--- src/rtl/scfr_pkg.sv ---
// Shared constants and control/status types for the sync checksum frame receiver.
package scfr_pkg;

  // Default payload length of one frame
  localparam int PAYLOAD_BYTES_DEF = 8;

  // Sync pair 'D' then 'b'
  localparam logic [7:0] SYNC_FIRST  = 8'h44;
  localparam logic [7:0] SYNC_SECOND = 8'h62;

  // Failure counter saturation value
  localparam logic [15:0] FAIL_MAX = 16'hFFFF;

  // Result status codes
  localparam logic STATUS_GOOD = 1'b0;
  localparam logic STATUS_FAIL = 1'b1;

  // Commands from controller to datapath
  typedef struct packed {
    logic clr;        // clear byte count and running sum
    logic store;      // write received byte, add to sum
    logic chk;        // checksum byte transfer: bump counter on mismatch
    logic rd_start;   // rewind read index
    logic rd_issue;   // read the store at the read index
    logic load_byte;  // load a payload result, advance read index
    logic load_fail;  // load the failure result
  } cmd_t;

  // Status from datapath to controller
  typedef struct packed {
    logic is_sync1;    // received byte is 'D'
    logic is_sync2;    // received byte is 'b'
    logic last_store;  // this store fills the payload
    logic csum_ok;     // received byte equals inverted sum
    logic rd_last;     // read index at final payload byte
    logic out_free;    // output register can take a result
  } sts_t;

endpackage

--- src/rtl/sync_checksum_frame_receiver.sv ---
// Top level of the sync checksum frame receiver: controller, datapath and checks.
// Receives one byte per input transfer, hunts for the sync pair 'D','b', stores
// PAYLOAD_BYTES payload bytes and checks the following byte against the inverted
// 8-bit sum. Sync, payload and hunting bytes are taken at one per cycle and give
// no result. A good checksum byte is followed by PAYLOAD_BYTES result transfers,
// each made of a registered read of the payload memory, then a load of the output
// register once it is free; input is stalled meanwhile. A bad checksum gives one
// failure result, loaded from the S_FAIL state once the output register is free,
// and bumps a failure count that holds at 65535. The output register lets input
// continue while a result waits.
module sync_checksum_frame_receiver #(
  parameter int PAYLOAD_BYTES = scfr_pkg::PAYLOAD_BYTES_DEF
) (
  input  logic        clk,
  input  logic        rst_n,
  input  logic        in_valid,
  output logic        in_stall,
  input  logic [7:0]  in_rx_byte,
  output logic        out_valid,
  input  logic        out_stall,
  output logic        out_status,
  output logic [7:0]  out_payload_byte,
  output logic [2:0]  out_byte_position,
  output logic        out_last_of_run,
  output logic [15:0] out_failure_total
);

  scfr_pkg::cmd_t cmd;
  scfr_pkg::sts_t sts;

  // Frame controller
  scfr_ctrl u_ctrl (
    .clk      (clk),
    .rst_n    (rst_n),
    .in_valid (in_valid),
    .in_stall (in_stall),
    .sts      (sts),
    .cmd      (cmd)
  );

  // Storage and result datapath
  scfr_dp #(
    .PAYLOAD_BYTES (PAYLOAD_BYTES)
  ) u_dp (
    .clk               (clk),
    .rst_n             (rst_n),
    .cmd               (cmd),
    .sts               (sts),
    .rx_byte           (in_rx_byte),
    .out_stall         (out_stall),
    .out_valid         (out_valid),
    .out_status        (out_status),
    .out_payload_byte  (out_payload_byte),
    .out_byte_position (out_byte_position),
    .out_last_of_run   (out_last_of_run),
    .out_failure_total (out_failure_total)
  );

  // A failure result carries zero byte and position
  a_fail_zero: assert property (@(posedge clk) disable iff (!rst_n)
    out_valid && out_status |-> out_payload_byte == 8'd0 && out_byte_position == 3'd0)
    else $error("failure result carries nonzero byte or position");

  // A failure result always ends its run
  a_fail_last: assert property (@(posedge clk) disable iff (!rst_n)
    out_valid && !out_last_of_run |-> !out_status)
    else $error("failure result not marked last");

  // Input stays stalled while an unfinished payload run is on the output
  a_run_stall: assert property (@(posedge clk) disable iff (!rst_n)
    out_valid && !out_last_of_run |-> in_stall)
    else $error("input taken in the middle of a payload run");

endmodule

--- src/rtl/scfr_dp.sv ---
// Datapath: payload store, running sum, failure counter and output register.
module scfr_dp #(
  parameter int PAYLOAD_BYTES = scfr_pkg::PAYLOAD_BYTES_DEF
) (
  input  logic          clk,
  input  logic          rst_n,
  input  scfr_pkg::cmd_t cmd,
  output scfr_pkg::sts_t sts,
  input  logic [7:0]    rx_byte,
  input  logic          out_stall,
  output logic          out_valid,
  output logic          out_status,
  output logic [7:0]    out_payload_byte,
  output logic [2:0]    out_byte_position,
  output logic          out_last_of_run,
  output logic [15:0]   out_failure_total
);

  localparam int IdxW = (PAYLOAD_BYTES > 1) ? $clog2(PAYLOAD_BYTES) : 1;
  localparam int CntW = $clog2(PAYLOAD_BYTES + 1);
  localparam int PosW = (IdxW > 3) ? IdxW : 3;

  logic [CntW-1:0] wr_cnt_r, wr_cnt_nxt;
  logic [7:0]      sum_r, sum_nxt;
  logic [15:0]     fail_cnt_r, fail_cnt_nxt;
  logic [IdxW-1:0] rd_idx_r, rd_idx_nxt;
  logic [7:0]      rd_data_r;
  logic [7:0]      store_mem [PAYLOAD_BYTES];
  logic [PosW-1:0] pos_ext;

  logic            out_valid_r, out_valid_nxt;
  logic            out_status_r;
  logic [7:0]      out_byte_r;
  logic [2:0]      out_pos_r;
  logic            out_last_r;
  logic [15:0]     out_total_r;

  // Status towards the controller
  always_comb begin
    sts.is_sync1   = (rx_byte == scfr_pkg::SYNC_FIRST);
    sts.is_sync2   = (rx_byte == scfr_pkg::SYNC_SECOND);
    sts.last_store = (wr_cnt_r == CntW'(PAYLOAD_BYTES - 1));
    sts.csum_ok    = (~sum_r == rx_byte);
    sts.rd_last    = (rd_idx_r == IdxW'(PAYLOAD_BYTES - 1));
    sts.out_free   = !out_valid_r || !out_stall;
  end

  // Count, sum, failure counter and read index
  always_comb begin
    wr_cnt_nxt   = wr_cnt_r;
    sum_nxt      = sum_r;
    fail_cnt_nxt = fail_cnt_r;
    rd_idx_nxt   = rd_idx_r;
    if (cmd.clr) begin
      wr_cnt_nxt = '0;
      sum_nxt    = '0;
    end else if (cmd.store) begin
      wr_cnt_nxt = wr_cnt_r + CntW'(1);
      sum_nxt    = sum_r + rx_byte;
    end else if (cmd.chk) begin
      wr_cnt_nxt = '0;
      sum_nxt    = '0;
      if (!sts.csum_ok && fail_cnt_r != scfr_pkg::FAIL_MAX) begin
        fail_cnt_nxt = fail_cnt_r + 16'd1;
      end
    end
    if (cmd.rd_start) begin
      rd_idx_nxt = '0;
    end else if (cmd.load_byte && !sts.rd_last) begin
      rd_idx_nxt = rd_idx_r + IdxW'(1);
    end
  end

  always_ff @(posedge clk) begin
    if (!rst_n) begin
      wr_cnt_r   <= '0;
      sum_r      <= '0;
      fail_cnt_r <= '0;
      rd_idx_r   <= '0;
    end else begin
      wr_cnt_r   <= wr_cnt_nxt;
      sum_r      <= sum_nxt;
      fail_cnt_r <= fail_cnt_nxt;
      rd_idx_r   <= rd_idx_nxt;
    end
  end

  // Payload store: one write port, one registered read port
  always_ff @(posedge clk) begin
    if (cmd.store) begin
      store_mem[wr_cnt_r[IdxW-1:0]] <= rx_byte;
    end
    if (cmd.rd_issue) begin
      rd_data_r <= store_mem[rd_idx_r];
    end
  end

  assign pos_ext = PosW'(rd_idx_r);

  // Output register valid flag
  always_comb begin
    out_valid_nxt = out_valid_r;
    if (cmd.load_byte || cmd.load_fail) begin
      out_valid_nxt = 1'b1;
    end else if (!out_stall) begin
      out_valid_nxt = 1'b0;
    end
  end

  always_ff @(posedge clk) begin
    if (!rst_n) begin
      out_valid_r <= 1'b0;
    end else begin
      out_valid_r <= out_valid_nxt;
    end
  end

  // Output payload
  always_ff @(posedge clk) begin
    if (cmd.load_byte) begin
      out_status_r <= scfr_pkg::STATUS_GOOD;
      out_byte_r   <= rd_data_r;
      out_pos_r    <= pos_ext[2:0];
      out_last_r   <= sts.rd_last;
      out_total_r  <= fail_cnt_r;
    end else if (cmd.load_fail) begin
      out_status_r <= scfr_pkg::STATUS_FAIL;
      out_byte_r   <= '0;
      out_pos_r    <= '0;
      out_last_r   <= 1'b1;
      out_total_r  <= fail_cnt_r;
    end
  end

  assign out_valid         = out_valid_r;
  assign out_status        = out_status_r;
  assign out_payload_byte  = out_byte_r;
  assign out_byte_position = out_pos_r;
  assign out_last_of_run   = out_last_r;
  assign out_failure_total = out_total_r;

endmodule

--- src/rtl/scfr_ctrl.sv ---
// Controller: frame state machine driving the datapath and the input stall.
module scfr_ctrl (
  input  logic           clk,
  input  logic           rst_n,
  input  logic           in_valid,
  output logic           in_stall,
  input  scfr_pkg::sts_t sts,
  output scfr_pkg::cmd_t cmd
);

  typedef enum logic [2:0] {
    S_HUNT,
    S_SYNC2,
    S_COLLECT,
    S_CHECK,
    S_READ,
    S_SHOW,
    S_FAIL
  } state_t;

  state_t state_r, state_nxt;
  logic   in_stall_r, in_stall_nxt;
  logic   accept;

  assign accept = in_valid && !in_stall_r;

  // Next state and commands
  always_comb begin
    state_nxt = state_r;
    cmd       = '0;
    case (state_r)
      S_HUNT: begin
        if (accept && sts.is_sync1) begin
          state_nxt = S_SYNC2;
        end
      end
      S_SYNC2: begin
        if (accept) begin
          if (sts.is_sync2) begin
            cmd.clr   = 1'b1;
            state_nxt = S_COLLECT;
          end else begin
            state_nxt = S_HUNT;
          end
        end
      end
      S_COLLECT: begin
        if (accept) begin
          cmd.store = 1'b1;
          if (sts.last_store) begin
            state_nxt = S_CHECK;
          end
        end
      end
      S_CHECK: begin
        if (accept) begin
          cmd.chk = 1'b1;
          if (sts.csum_ok) begin
            cmd.rd_start = 1'b1;
            state_nxt    = S_READ;
          end else begin
            state_nxt = S_FAIL;
          end
        end
      end
      S_READ: begin
        cmd.rd_issue = 1'b1;
        state_nxt    = S_SHOW;
      end
      S_SHOW: begin
        if (sts.out_free) begin
          cmd.load_byte = 1'b1;
          state_nxt     = sts.rd_last ? S_HUNT : S_READ;
        end
      end
      S_FAIL: begin
        if (sts.out_free) begin
          cmd.load_fail = 1'b1;
          state_nxt     = S_HUNT;
        end
      end
      default: begin
        state_nxt = S_HUNT;
      end
    endcase
    in_stall_nxt = !(state_nxt inside {S_HUNT, S_SYNC2, S_COLLECT, S_CHECK});
  end

  // State and registered stall
  always_ff @(posedge clk) begin
    if (!rst_n) begin
      state_r    <= S_HUNT;
      in_stall_r <= 1'b0;
    end else begin
      state_r    <= state_nxt;
      in_stall_r <= in_stall_nxt;
    end
  end

  assign in_stall = in_stall_r;

endmodule
--- config.mk ---
export PLATFORM = sky130hd
export DESIGN_NAME = sync_checksum_frame_receiver
export DESIGN_NICKNAME = d
export VERILOG_FILES = /design/src/rtl/scfr_pkg.sv /design/src/rtl/sync_checksum_frame_receiver.sv /design/src/rtl/scfr_dp.sv /design/src/rtl/scfr_ctrl.sv
export SDC_FILE = /design/constraint.sdc
export NUM_CORES = 1
export LEC_CHECK = 0
export BUFFER_PORTS_ARGS = -buffer_cell sky130_fd_sc_hd__buf_4
export CAP_MARGIN = 0
export CORE_ASPECT_RATIO = 2
export CORE_UTILIZATION = 50
export CTS_CLUSTER_DIAMETER = 50
export DETAILED_ROUTE_END_ITERATION = 10
export PLACE_DENSITY = 0.8
export SKIP_CTS_REPAIR_TIMING = 1
export SYNTH_ARGS = -nofsm -noshare
export SYNTH_HDL_FRONTEND = slang
export SYNTH_SLANG_ARGS = --single-unit
--- constraint.sdc ---
create_clock -name clk -period 4.4 [get_ports clk]
set_input_delay 0.88 -clock clk [delete_from_list [all_inputs] [get_ports clk]]
set_output_delay 0.88 -clock clk [all_outputs]
set_load 0.01 [all_outputs]
==> metrics.txt, run 1 <==
CTS buffer count 17; Combinational Power Share 0.016; Die Span X 77.7 um; element type at the critical path end flop; commonest non-fill, non-tap cell in the layout edfxtp_1; slowest library cell on the worst path or4_1; worst r2r src u_ctrl.state_r[1]; critical path type in -> reg; CP max FO 18; status finished, final reports clean; layout net count 479; Sequential Power Share 0.504; Routed WL per cell 18.4 um; TritonRoute pass-1 iters 6; GRT Residual Overflow 0; initial antenna violation count 0; CTS tree built; Slew headroom 0.365; Core Rows 55; Avg Inst Size Synth 14.2 sq um; WL final 11.2 mm; Cell Area, Synth 0.00573 sq mm; CP Data Arrival Time 3.31 ns; switching pwr 563 uW; sequential fraction of the synthesis area 0.654; most frequent CP cell a311o_1; Syn Nets 427; vias in the first global route 3609; Hold Startpoint u_dp.sum_r[6]; max-slew violation count 0; startpoint types input pin; FF+latch area 0.00374 sq mm; largest net degree at the start of global routing 29; CTS clk-pin slew, worst paths 0.06 ns; worst-skew pair later-pin latency 0.41 ns; antenna-violating nets left 0; residual DRC count 0; flops & latches, synth 137; Internal 2170 uW; r2r worst-path depth 4; Fill cells 848; gpl congestion 0.845; Reg2Reg Capture Point u_dp.store_mem[5][4]; final hold vios 0; final core utilization 0.605; Lkg Pwr 0.00231 uW; pwr/cell area 403 mW/mm^2; CP Buf/Inv Count 1; Peak VDD IR 0.000302 V; area of the multi-input gates 0.00190 sq mm; Tcrit/Tclk final 0.675; setup tns final 0 ns; R2R Setup Slk 1.57 ns; critical-path cell list buf_4 -> ha_1 -> and4_1 -> a311o_1 -> a311o_1 -> or4_1 -> a21oi_1; Hold Path Sink u_dp.sum_r[6]; IO Port Bufs 42; Yosys warnings 0; via count 3610; Cells after Synth 403; switching share of power 0.206; vias per cell 5.92; ANT cells 0; minimum clock period 2.97 ns; RSZ-0062 raised after global routing no; number of clock sinks 137; Core Area 0.0112 sq mm; Post-synth EDFFs 100; Die Ht 153 um; Distinct cells, synth 54; fraction of layout cells with a size suffix above 1 0.237; Least-Margin Pin Slew 0.947 ns; clock power share 0.480; Fmax 337 MHz; global-route wire length before repair 17.8 mm; HP Class reg -> reg; Worst Skew 0.00596 ns; most frequent cells in the layout edfxtp_1 (100), buf_4 (51), dfxtp_1 (37); ys async rst share 0; hold depth 2; CP delay by family, top compound AO/OA/AOI/OAI gates; H-tree Lvls 4; MaxCap Viol Count 0; I/O pin total 43; CTS root buf clkbuf_16; dpl hpwl 7.94 mm; Main synth FF type edfxtp_1; Area growth syn-to-layout 18.5%; initial DRC count 194; starting density of the core 0.511; crit-path max cell delay 0.54 ns; final setup fails 0; critical path required time 4.74 ns; All-Layer GR Usage 0.203; Longest Clk Path Bufs 2; die area 0.0119 sq mm
-- per-stage QoR --
stage / cells / area, sq um / hold slack (ns) / worst slack (ns) / total power (uW)
floorplan: 403 / 5730 / 0.436 / 1.48 / 1420
global placement: 578 / 6230 / 0.454 / 1.11 / 1450
detailed placement: 578 / 6230 / 0.460 / 1.04 / 1450
CTS: 610 / 6790 / 0.468 / 1.46 / 2750
global route: 610 / 6790 / 0.504 / 1.31 / 2800
finish: 610 / 6790 / 0.469 / 1.43 / 2730
-- metal layers --
metal,share of wire,GRT usage
met5,0,0
met4,0.043,0.126
met3,0.042,0.0460
met2,0.57,0.375
met1,0.35,0.197
-- logic make-up after synthesis --
kind of cell,after synthesis,share of synthesized area
compound gates,64,0.0747
simple gates,122,0.119
fa+ha+maj,12,0.0275
flops,137,0.654
buf+inv,27,0.0190
mux,30,0.0891
xor+xnor,11,0.0168
-- sequential cells by signal, indices dropped and copies added (netlist names) --
| register | flops |
|---|---|
| u_dp.pos_ext | 3 |
| u_dp.out_valid | 1 |
| u_dp.fail_cnt_r | 16 |
| u_dp.out_payload_byte | 8 |
| u_dp.rd_data_r | 8 |
| u_ctrl.in_stall | 1 |
| u_dp.out_last_of_run | 1 |
| u_dp.out_byte_position | 3 |
| u_dp.out_failure_total | 16 |
| u_dp.sum_r | 8 |
| u_dp.wr_cnt_r | 4 |
| u_dp.out_status | 1 |
| u_ctrl.state_r | 3 |
| u_dp.store_mem | 64 |
-- how the worst max path moves through the flow --
stage / startpoint / to / slack, ns / cells after the start
floorplan: in_rx_byte[5] / u_dp.fail_cnt_r[15] / 1.48 / 7
global placement: in_rx_byte[5] / u_dp.fail_cnt_r[13] / 1.11 / 7
detailed placement: in_rx_byte[5] / u_dp.fail_cnt_r[13] / 1.04 / 7
CTS: in_rx_byte[5] / u_dp.fail_cnt_r[13] / 1.46 / 7
global route: in_rx_byte[5] / u_dp.fail_cnt_r[13] / 1.31 / 7
finish: in_rx_byte[5] / u_dp.fail_cnt_r[13] / 1.43 / 7
-- cell usage after synthesis (all sizes together) (4+ instances only) --
| library cell | n | share of area |
|---|---|---|
| nand2 | 22 | 0.014 |
| clkbuf | 13 | 0.0085 |
| mux2i | 6 | 0.010 |
| nor4 | 5 | 0.0055 |
| a21oi | 18 | 0.016 |
| nand3 | 11 | 0.0096 |
| mux4 | 16 | 0.063 |
| ha | 11 | 0.024 |
| buf | 5 | 0.0046 |
| nor2 | 29 | 0.019 |
| and2 | 13 | 0.014 |
| or3 | 5 | 0.0055 |
| xor2 | 5 | 0.0076 |
| edfxtp | 100 | 0.52 |
| mux2 | 8 | 0.016 |
| nor3b | 5 | 0.0066 |
| xnor2 | 6 | 0.0092 |
| o21ai | 10 | 0.0087 |
| nand2b | 6 | 0.0066 |
| dfxtp | 37 | 0.13 |
| inv | 8 | 0.0052 |
| a22oi | 6 | 0.0079 |
| a31oi | 4 | 0.0044 |
| o31ai | 4 | 0.0052 |
-- layout make-up --
type	instances	area share
Sequential cell	137	0.552
Multi-Input combinational cell	239	0.279
Clock buffer	18	0.0632
Timing Repair Buffer	51	0.0564
Tap cell	142	0.0262
Clock inverter	14	0.0182
Inverter	9	0.00498
-- worst min-delay path, stage by stage (launching register included) --
cell and delay [ns]:
dfxtp_1 0.32, nand2_1 0.06, a21oi_1 0.05
-- power groups by stage --
stage | Combinational [uW] | Sequential (uW) | Clock (uW)
6_report | 43.3 | 1380 | 1310
2_1_floorplan | 18.6 | 1400 | 0
3_3_place_gp | 41.1 | 1400 | 0
3_5_place_dp | 43.2 | 1400 | 0
5_1_grt | 47.0 | 1380 | 1380
4_1_cts | 43.5 | 1380 | 1330
(Power assumes the default switching activity.)
==> run 2, diff against run 1 <==
clock period = 2.75 ns   (was 4.4 ns; I/O delays follow)
==> run 2 against run 1 <==
Sequential power rose by 59%. Sequential share of layout area fell by 1.8 points. Combinational power rose by 98%. Critical endpoint is now u_dp.fail_cnt_r[15]. Global-route usage rose by 1.3 points. Sequential cell count did not move. Die area did not move. Clock skew fell by 0.00052 ns.
==> metrics.txt, run 2 (synthesis gave the netlist of run 1 again) <==
critical path type reg -> reg; ANT cells 0 (unchanged); critical path required time 3.04 ns (-1.70 ns); Die Span X 77.7 um (unchanged); max-slew violation count 0 (unchanged); dpl ws -0.0417 ns (-1.09 ns); Reg2Reg Capture Point u_dp.fail_cnt_r[15]; CP delay by family, top compound AO/OA/AOI/OAI gates; most frequent cells in the layout edfxtp_1 (100), buf_4 (77), dfxtp_1 (37); dpl cell area 0.00641 sq mm (+2.8%); via count 3709 (+2.7%); dpl hpwl 8.05 mm (+1.4%); initial DRC count 243 (+25%); max reg flops 64 (unchanged); Core Area 0.0112 sq mm (unchanged); switching pwr 925 uW (+64%); number of clock sinks 137 (unchanged); setup ws final 0.244 ns (-1.18 ns); Fmax 399 MHz; GRT Residual Overflow 0 (unchanged); Core Rows 55 (unchanged); CP startpoint u_dp.sum_r[1]; Worst Skew 0.00544 ns (-0.000523 ns); CTS tree built; worst-skew pair later-pin latency 0.42 ns (about the same); r2r worst-path depth 7 (+3); starting density of the core 0.511 (unchanged); Area growth syn-to-layout 22.5%; Sequential Power Share 0.481 (-0.023); switching share of power 0.202 (-0.00401); Worst Setup EP u_dp.fail_cnt_r[15]; MaxCap Viol Count 0 (unchanged); Longest Clk Path Bufs 2 (unchanged); Tcrit/Tclk final 0.911; Least-Margin Pin Slew 0.930 ns (-0.0178 ns); most frequent CP cell a311o_1; hold depth 1 (-1); R2R Setup Slk 0.24 ns (-1.33 ns); vias per cell 5.83 (-1.5%); non-filler cells, final 636 (+4.3%); vias in the first global route 3913 (+8.4%); antenna-violating nets left 0 (unchanged); initial antenna violation count 0 (unchanged); status finished, final reports clean; die area 0.0119 sq mm (unchanged); area of the multi-input gates 0.00188 sq mm (-1.1%); WL final 11.8 mm (+4.8%); Lkg Pwr 0.00245 uW (+5.8%); design area 0.00702 sq mm (+3.4%); Combinational Power Share 0.019 (+0.003); CTS buffer count 17 (unchanged); setup tns final 0 ns (unchanged); clock power share 0.500 (+0.020); pwr/cell area 653 mW/mm^2 (+62%); residual DRC count 0 (unchanged); H-tree Lvls 4 (unchanged); final hold vios 0 (unchanged); TritonRoute pass-1 iters 5 (-1); FF+latch area 0.00374 sq mm (unchanged); I/O pin total 43 (unchanged); RSZ-0062 raised after global routing no; CP Buf/Inv Count 1 (unchanged); placed insts 604 (+4.5%); Critical Path Stages 7 (unchanged); gpl congestion 0.791 (-6.3%); global-route wire length before repair 19.0 mm (+6.8%); Internal 3660 uW (+68%); Peak VDD IR 0.000639 V (+110%); CP max FO 6 (-12); minimum clock period 2.51 ns; element type at the critical path end flop; Slew headroom 0.379 (+0.0145); largest net degree at the start of global routing 29 (unchanged); layout net count 505 (+5.4%); CP Data Arrival Time 2.80 ns (-0.51 ns); final setup fails 0 (unchanged); IO Port Bufs 42 (unchanged); CTS root buf clkbuf_16; commonest non-fill, non-tap cell in the layout edfxtp_1; startpoint types flop; CTS clk-pin slew, worst paths 0.06 ns (about the same); HP Class in -> reg; crit-path max cell delay 0.43 ns (-0.11 ns); fraction of layout cells with a size suffix above 1 0.271 (+0.0341); Fill cells 835 (-1.5%); All-Layer GR Usage 0.216 (+0.0132); Die Ht 153 um (unchanged); Routed WL per cell 18.5 um (+0.50%); slowest library cell on the worst path a311o_1; worst r2r src u_dp.sum_r[1]; Fin Hold WS 0.436 ns (-0.0330 ns); critical-path cell list ha_1 -> and4_1 -> a311o_1 -> a311o_1 -> buf_4 -> o311ai_0 -> o41ai_1
==> run 2: stage by stage <==
stage               power [uW]   util
detailed placement        2330  0.571
floorplan                 2280      -
finish                    4580  0.626
global placement          2330  0.571
global route              4690  0.626
CTS                       4600  0.626
==> run 2: cell type report <==
class | count | area share
clock buffers | 20 | 0.0667
inverters | 9 | 0.00481
repair buffers | 77 | 0.0824
clock inverters | 12 | 0.0198
well taps | 142 | 0.0253
flip-flops and latches | 137 | 0.534
multi-input cells | 239 | 0.267
==> run 2: power groups by stage <==
stage / Combinational [uW] / Sequential (uW) / Clock, uW
after CTS: 85.1 / 2200 / 2310
after floorplan: 29.8 / 2250 / 0
after detailed placement: 84.1 / 2250 / 0
final: 85.9 / 2200 / 2290
after global routing: 91.9 / 2200 / 2400
after global placement: 80.5 / 2250 / 0
==> run 2: how the worst min path moves through the flow <==
stage / from / end
floorplan: u_dp.sum_r[6] / u_dp.sum_r[6]
global placement: u_dp.sum_r[6] / u_dp.sum_r[6]
detailed placement: u_dp.sum_r[6] / u_dp.sum_r[6]
CTS: in_rx_byte[7] / u_dp.store_mem[0][7]
global route: in_rx_byte[7] / u_dp.store_mem[0][7]
finish: in_rx_byte[7] / u_dp.store_mem[0][7]
==> run 2: routing by layer <==
| metal | vias to the layer above | GRT usage | wire length (um) |
|---|---|---|---|
| met2 | 136 | 0.392 | 6470 |
| met3 | 40 | 0.0657 | 542 |
| li1 | 1717 | - | - |
| met5 | - | 0 | 0 |
| met1 | 1816 | 0.202 | 4140 |
| met4 | 0 | 0.140 | 611 |
==> run 3, diff against run 2 <==
GPL_TIMING_DRIVEN = 0   (was default)
==> run 3 against run 2 <==
Maximum frequency is 14% lower. Clock skew is 0.0066 ns higher. Wire length is 1.0% lower. Highest routed layer unchanged. Cell count is 2.2% lower. Largest cell class unchanged. The run now ends with negative setup slack left. Final area is 1.7% lower. Via count is 1.9% lower. Register-to-register slack worse by 0.40 ns. Critical endpoint is now u_dp.store_mem[5][6]. Power is 1.0% lower. Hold slack worse by 0.016 ns.
==> metrics.txt, run 3 (synthesis gave the netlist of run 1 again) <==
status finished with violations; violated checks negative setup slack; Slew headroom 0.103 (-0.276); Longest Clk Path Bufs 2 (unchanged); vias in the first global route 3752 (-4.1%); Combinational Power Share 0.017 (-0.002); r2r worst-path depth 5 (-2); die area 0.0119 sq mm (unchanged); met2 usage 0.404 (+0.0118); CP startpoint u_ctrl.state_r[1]; final hold vios 0 (unchanged); HP Class in -> reg; CTS buffer count 17 (unchanged); dpl cell area 0.00628 sq mm (-2.0%); CTS clk-pin slew, worst paths 0.06 ns (about the same); critical-path cell list buf_4 -> nand4bb_4 -> nor2_1 -> nand2_1 -> nor3b_1; Tcrit/Tclk final 1.06 (+0.146); ANT cells 0 (unchanged); via count 3637 (-1.9%); Worst Skew 0.0120 ns (+0.00661 ns); initial DRC count 147 (-40%); crit-path max cell delay 1.08 ns (+0.65 ns); startpoint types flop; setup ws final -0.157 ns (-0.402 ns); Reg2Reg Capture Point u_dp.store_mem[5][6]; GRT Residual Overflow 0 (unchanged); layout net count 491 (-2.8%); antenna-violating nets left 0 (unchanged); residual DRC count 0 (unchanged); setup tns final -2.27 ns (-2.27 ns); Least-Margin Pin Slew 1.34 ns (+0.406 ns); element type at the critical path end flop; R2R Setup Slk -0.16 ns (-0.40 ns); CTS tree built; fraction of layout cells with a size suffix above 1 0.233 (-0.0379); Core Rows 55 (unchanged); IO Port Bufs 42 (unchanged); final setup fails 16 (+16); grt peak-use layer met2; max reg flops 64 (unchanged); Worst Setup EP u_dp.store_mem[5][6]; minimum clock period 2.91 ns (+0.402 ns); H-tree Lvls 4 (unchanged); Die Span X 77.7 um (unchanged); non-filler cells, final 622 (-2.2%); clock power share 0.498 (-0.002); max-slew violation count 0 (unchanged); slowest library cell on the worst path nor3b_1; MaxCap Viol Count 0 (unchanged); number of clock sinks 137 (unchanged); commonest non-fill, non-tap cell in the layout edfxtp_1; Fmax 344 MHz (-14%); pwr/cell area 657 mW/mm^2 (+0.68%); CP Data Arrival Time 2.93 ns (+0.13 ns); worst-skew pair later-pin latency 0.42 ns (about the same); gpl congestion 0.812 (+2.6%); met3 GRT Util 0.0585 (-0.00716); critical path type reg -> reg; vias per cell 5.85 (+0.27%); worst r2r src u_ctrl.state_r[1]; Die Ht 153 um (unchanged); dpl hpwl 8.05 mm (about the same); critical path required time 2.78 ns (-0.26 ns); All-Layer GR Usage 0.208 (-0.00831); CP max FO 10 (+4); initial antenna violation count 0 (unchanged); Core Area 0.0112 sq mm (unchanged); RSZ-0062 raised after global routing yes; Routed WL per cell 18.7 um (+1.2%); Lkg Pwr 0.00233 uW (-4.6%); placed insts 590 (-2.3%); design area 0.00690 sq mm (-1.7%); TritonRoute pass-1 iters 5 (unchanged); switching share of power 0.209 (+0.00745); switching pwr 950 uW (+2.6%); Peak VDD IR 0.000529 V (-17%); GR Util met1 0.177 (-0.0249); final core utilization 0.615 (-0.0105); I/O pin total 43 (unchanged); global-route wire length before repair 18.1 mm (-5.0%); Sequential Power Share 0.486 (+0.005); largest net degree at the start of global routing 22 (-24%); WL final 11.6 mm (-1.0%); CTS root buf clkbuf_16; dpl ws -0.416 ns (-0.374 ns); starting density of the core 0.511 (unchanged); Area growth syn-to-layout 20.5%; Internal 3580 uW (-1.9%); most frequent cells in the layout edfxtp_1 (100), buf_4 (45), dfxtp_1 (37)
==> run 3: cell type report <==
type,count,area (sq um)
fill,841,4320
sequential,137,3740
multi-input combinational,239,1920
clock buffer,18,429
timing repair buffer,45,358
tap,142,178
clock inverter,14,164
buffer,18,75.1
inverter,9,33.8
==> run 3: critical path, delay by kind of cell, from the launching register on <==
kind                   cells  cell delay [ns]
AND/OR/NAND/NOR            4             2.03
flip-flops                 1             0.31
buffers and inverters      1             0.17
==> run 3: how the worst min path moves through the flow <==
stage | start | endpoint | slack [ns] | cells past startpoint
after detailed placement | u_dp.sum_r[6] | u_dp.sum_r[6] | 0.46 | 2
after global placement | u_dp.fail_cnt_r[9] | u_dp.out_failure_total[9] | 0.45 | 0
final | in_rx_byte[3] | u_dp.store_mem[3][3] | 0.42 | 1
after floorplan | u_dp.sum_r[6] | u_dp.sum_r[6] | 0.44 | 2
after global routing | in_rx_byte[6] | u_dp.store_mem[2][6] | 0.42 | 1
after CTS | in_rx_byte[6] | u_dp.store_mem[2][6] | 0.41 | 1
==> run 3: stage by stage <==
stage,hold WS (ns),power [uW]
global route,0.416,4650
finish,0.420,4530
detailed placement,0.459,2320
global placement,0.449,2320
floorplan,0.436,2280
CTS,0.409,4560
==> run 3: per-layer routing <==
metal	share of wire	wire (um)
met5	0	0
met3	0.044	508
met2	0.60	6980
met1	0.33	3870
met4	0.025	287
==> run 3: power groups by stage <==
stage / registers (uW) / logic [uW] / clock network, uW
after floorplan: 2250 / 29.8 / 0
after global placement: 2250 / 70.5 / 0
after detailed placement: 2250 / 75.4 / 0
after CTS: 2200 / 75.6 / 2280
after global routing: 2200 / 82.0 / 2370
final: 2200 / 75.4 / 2260
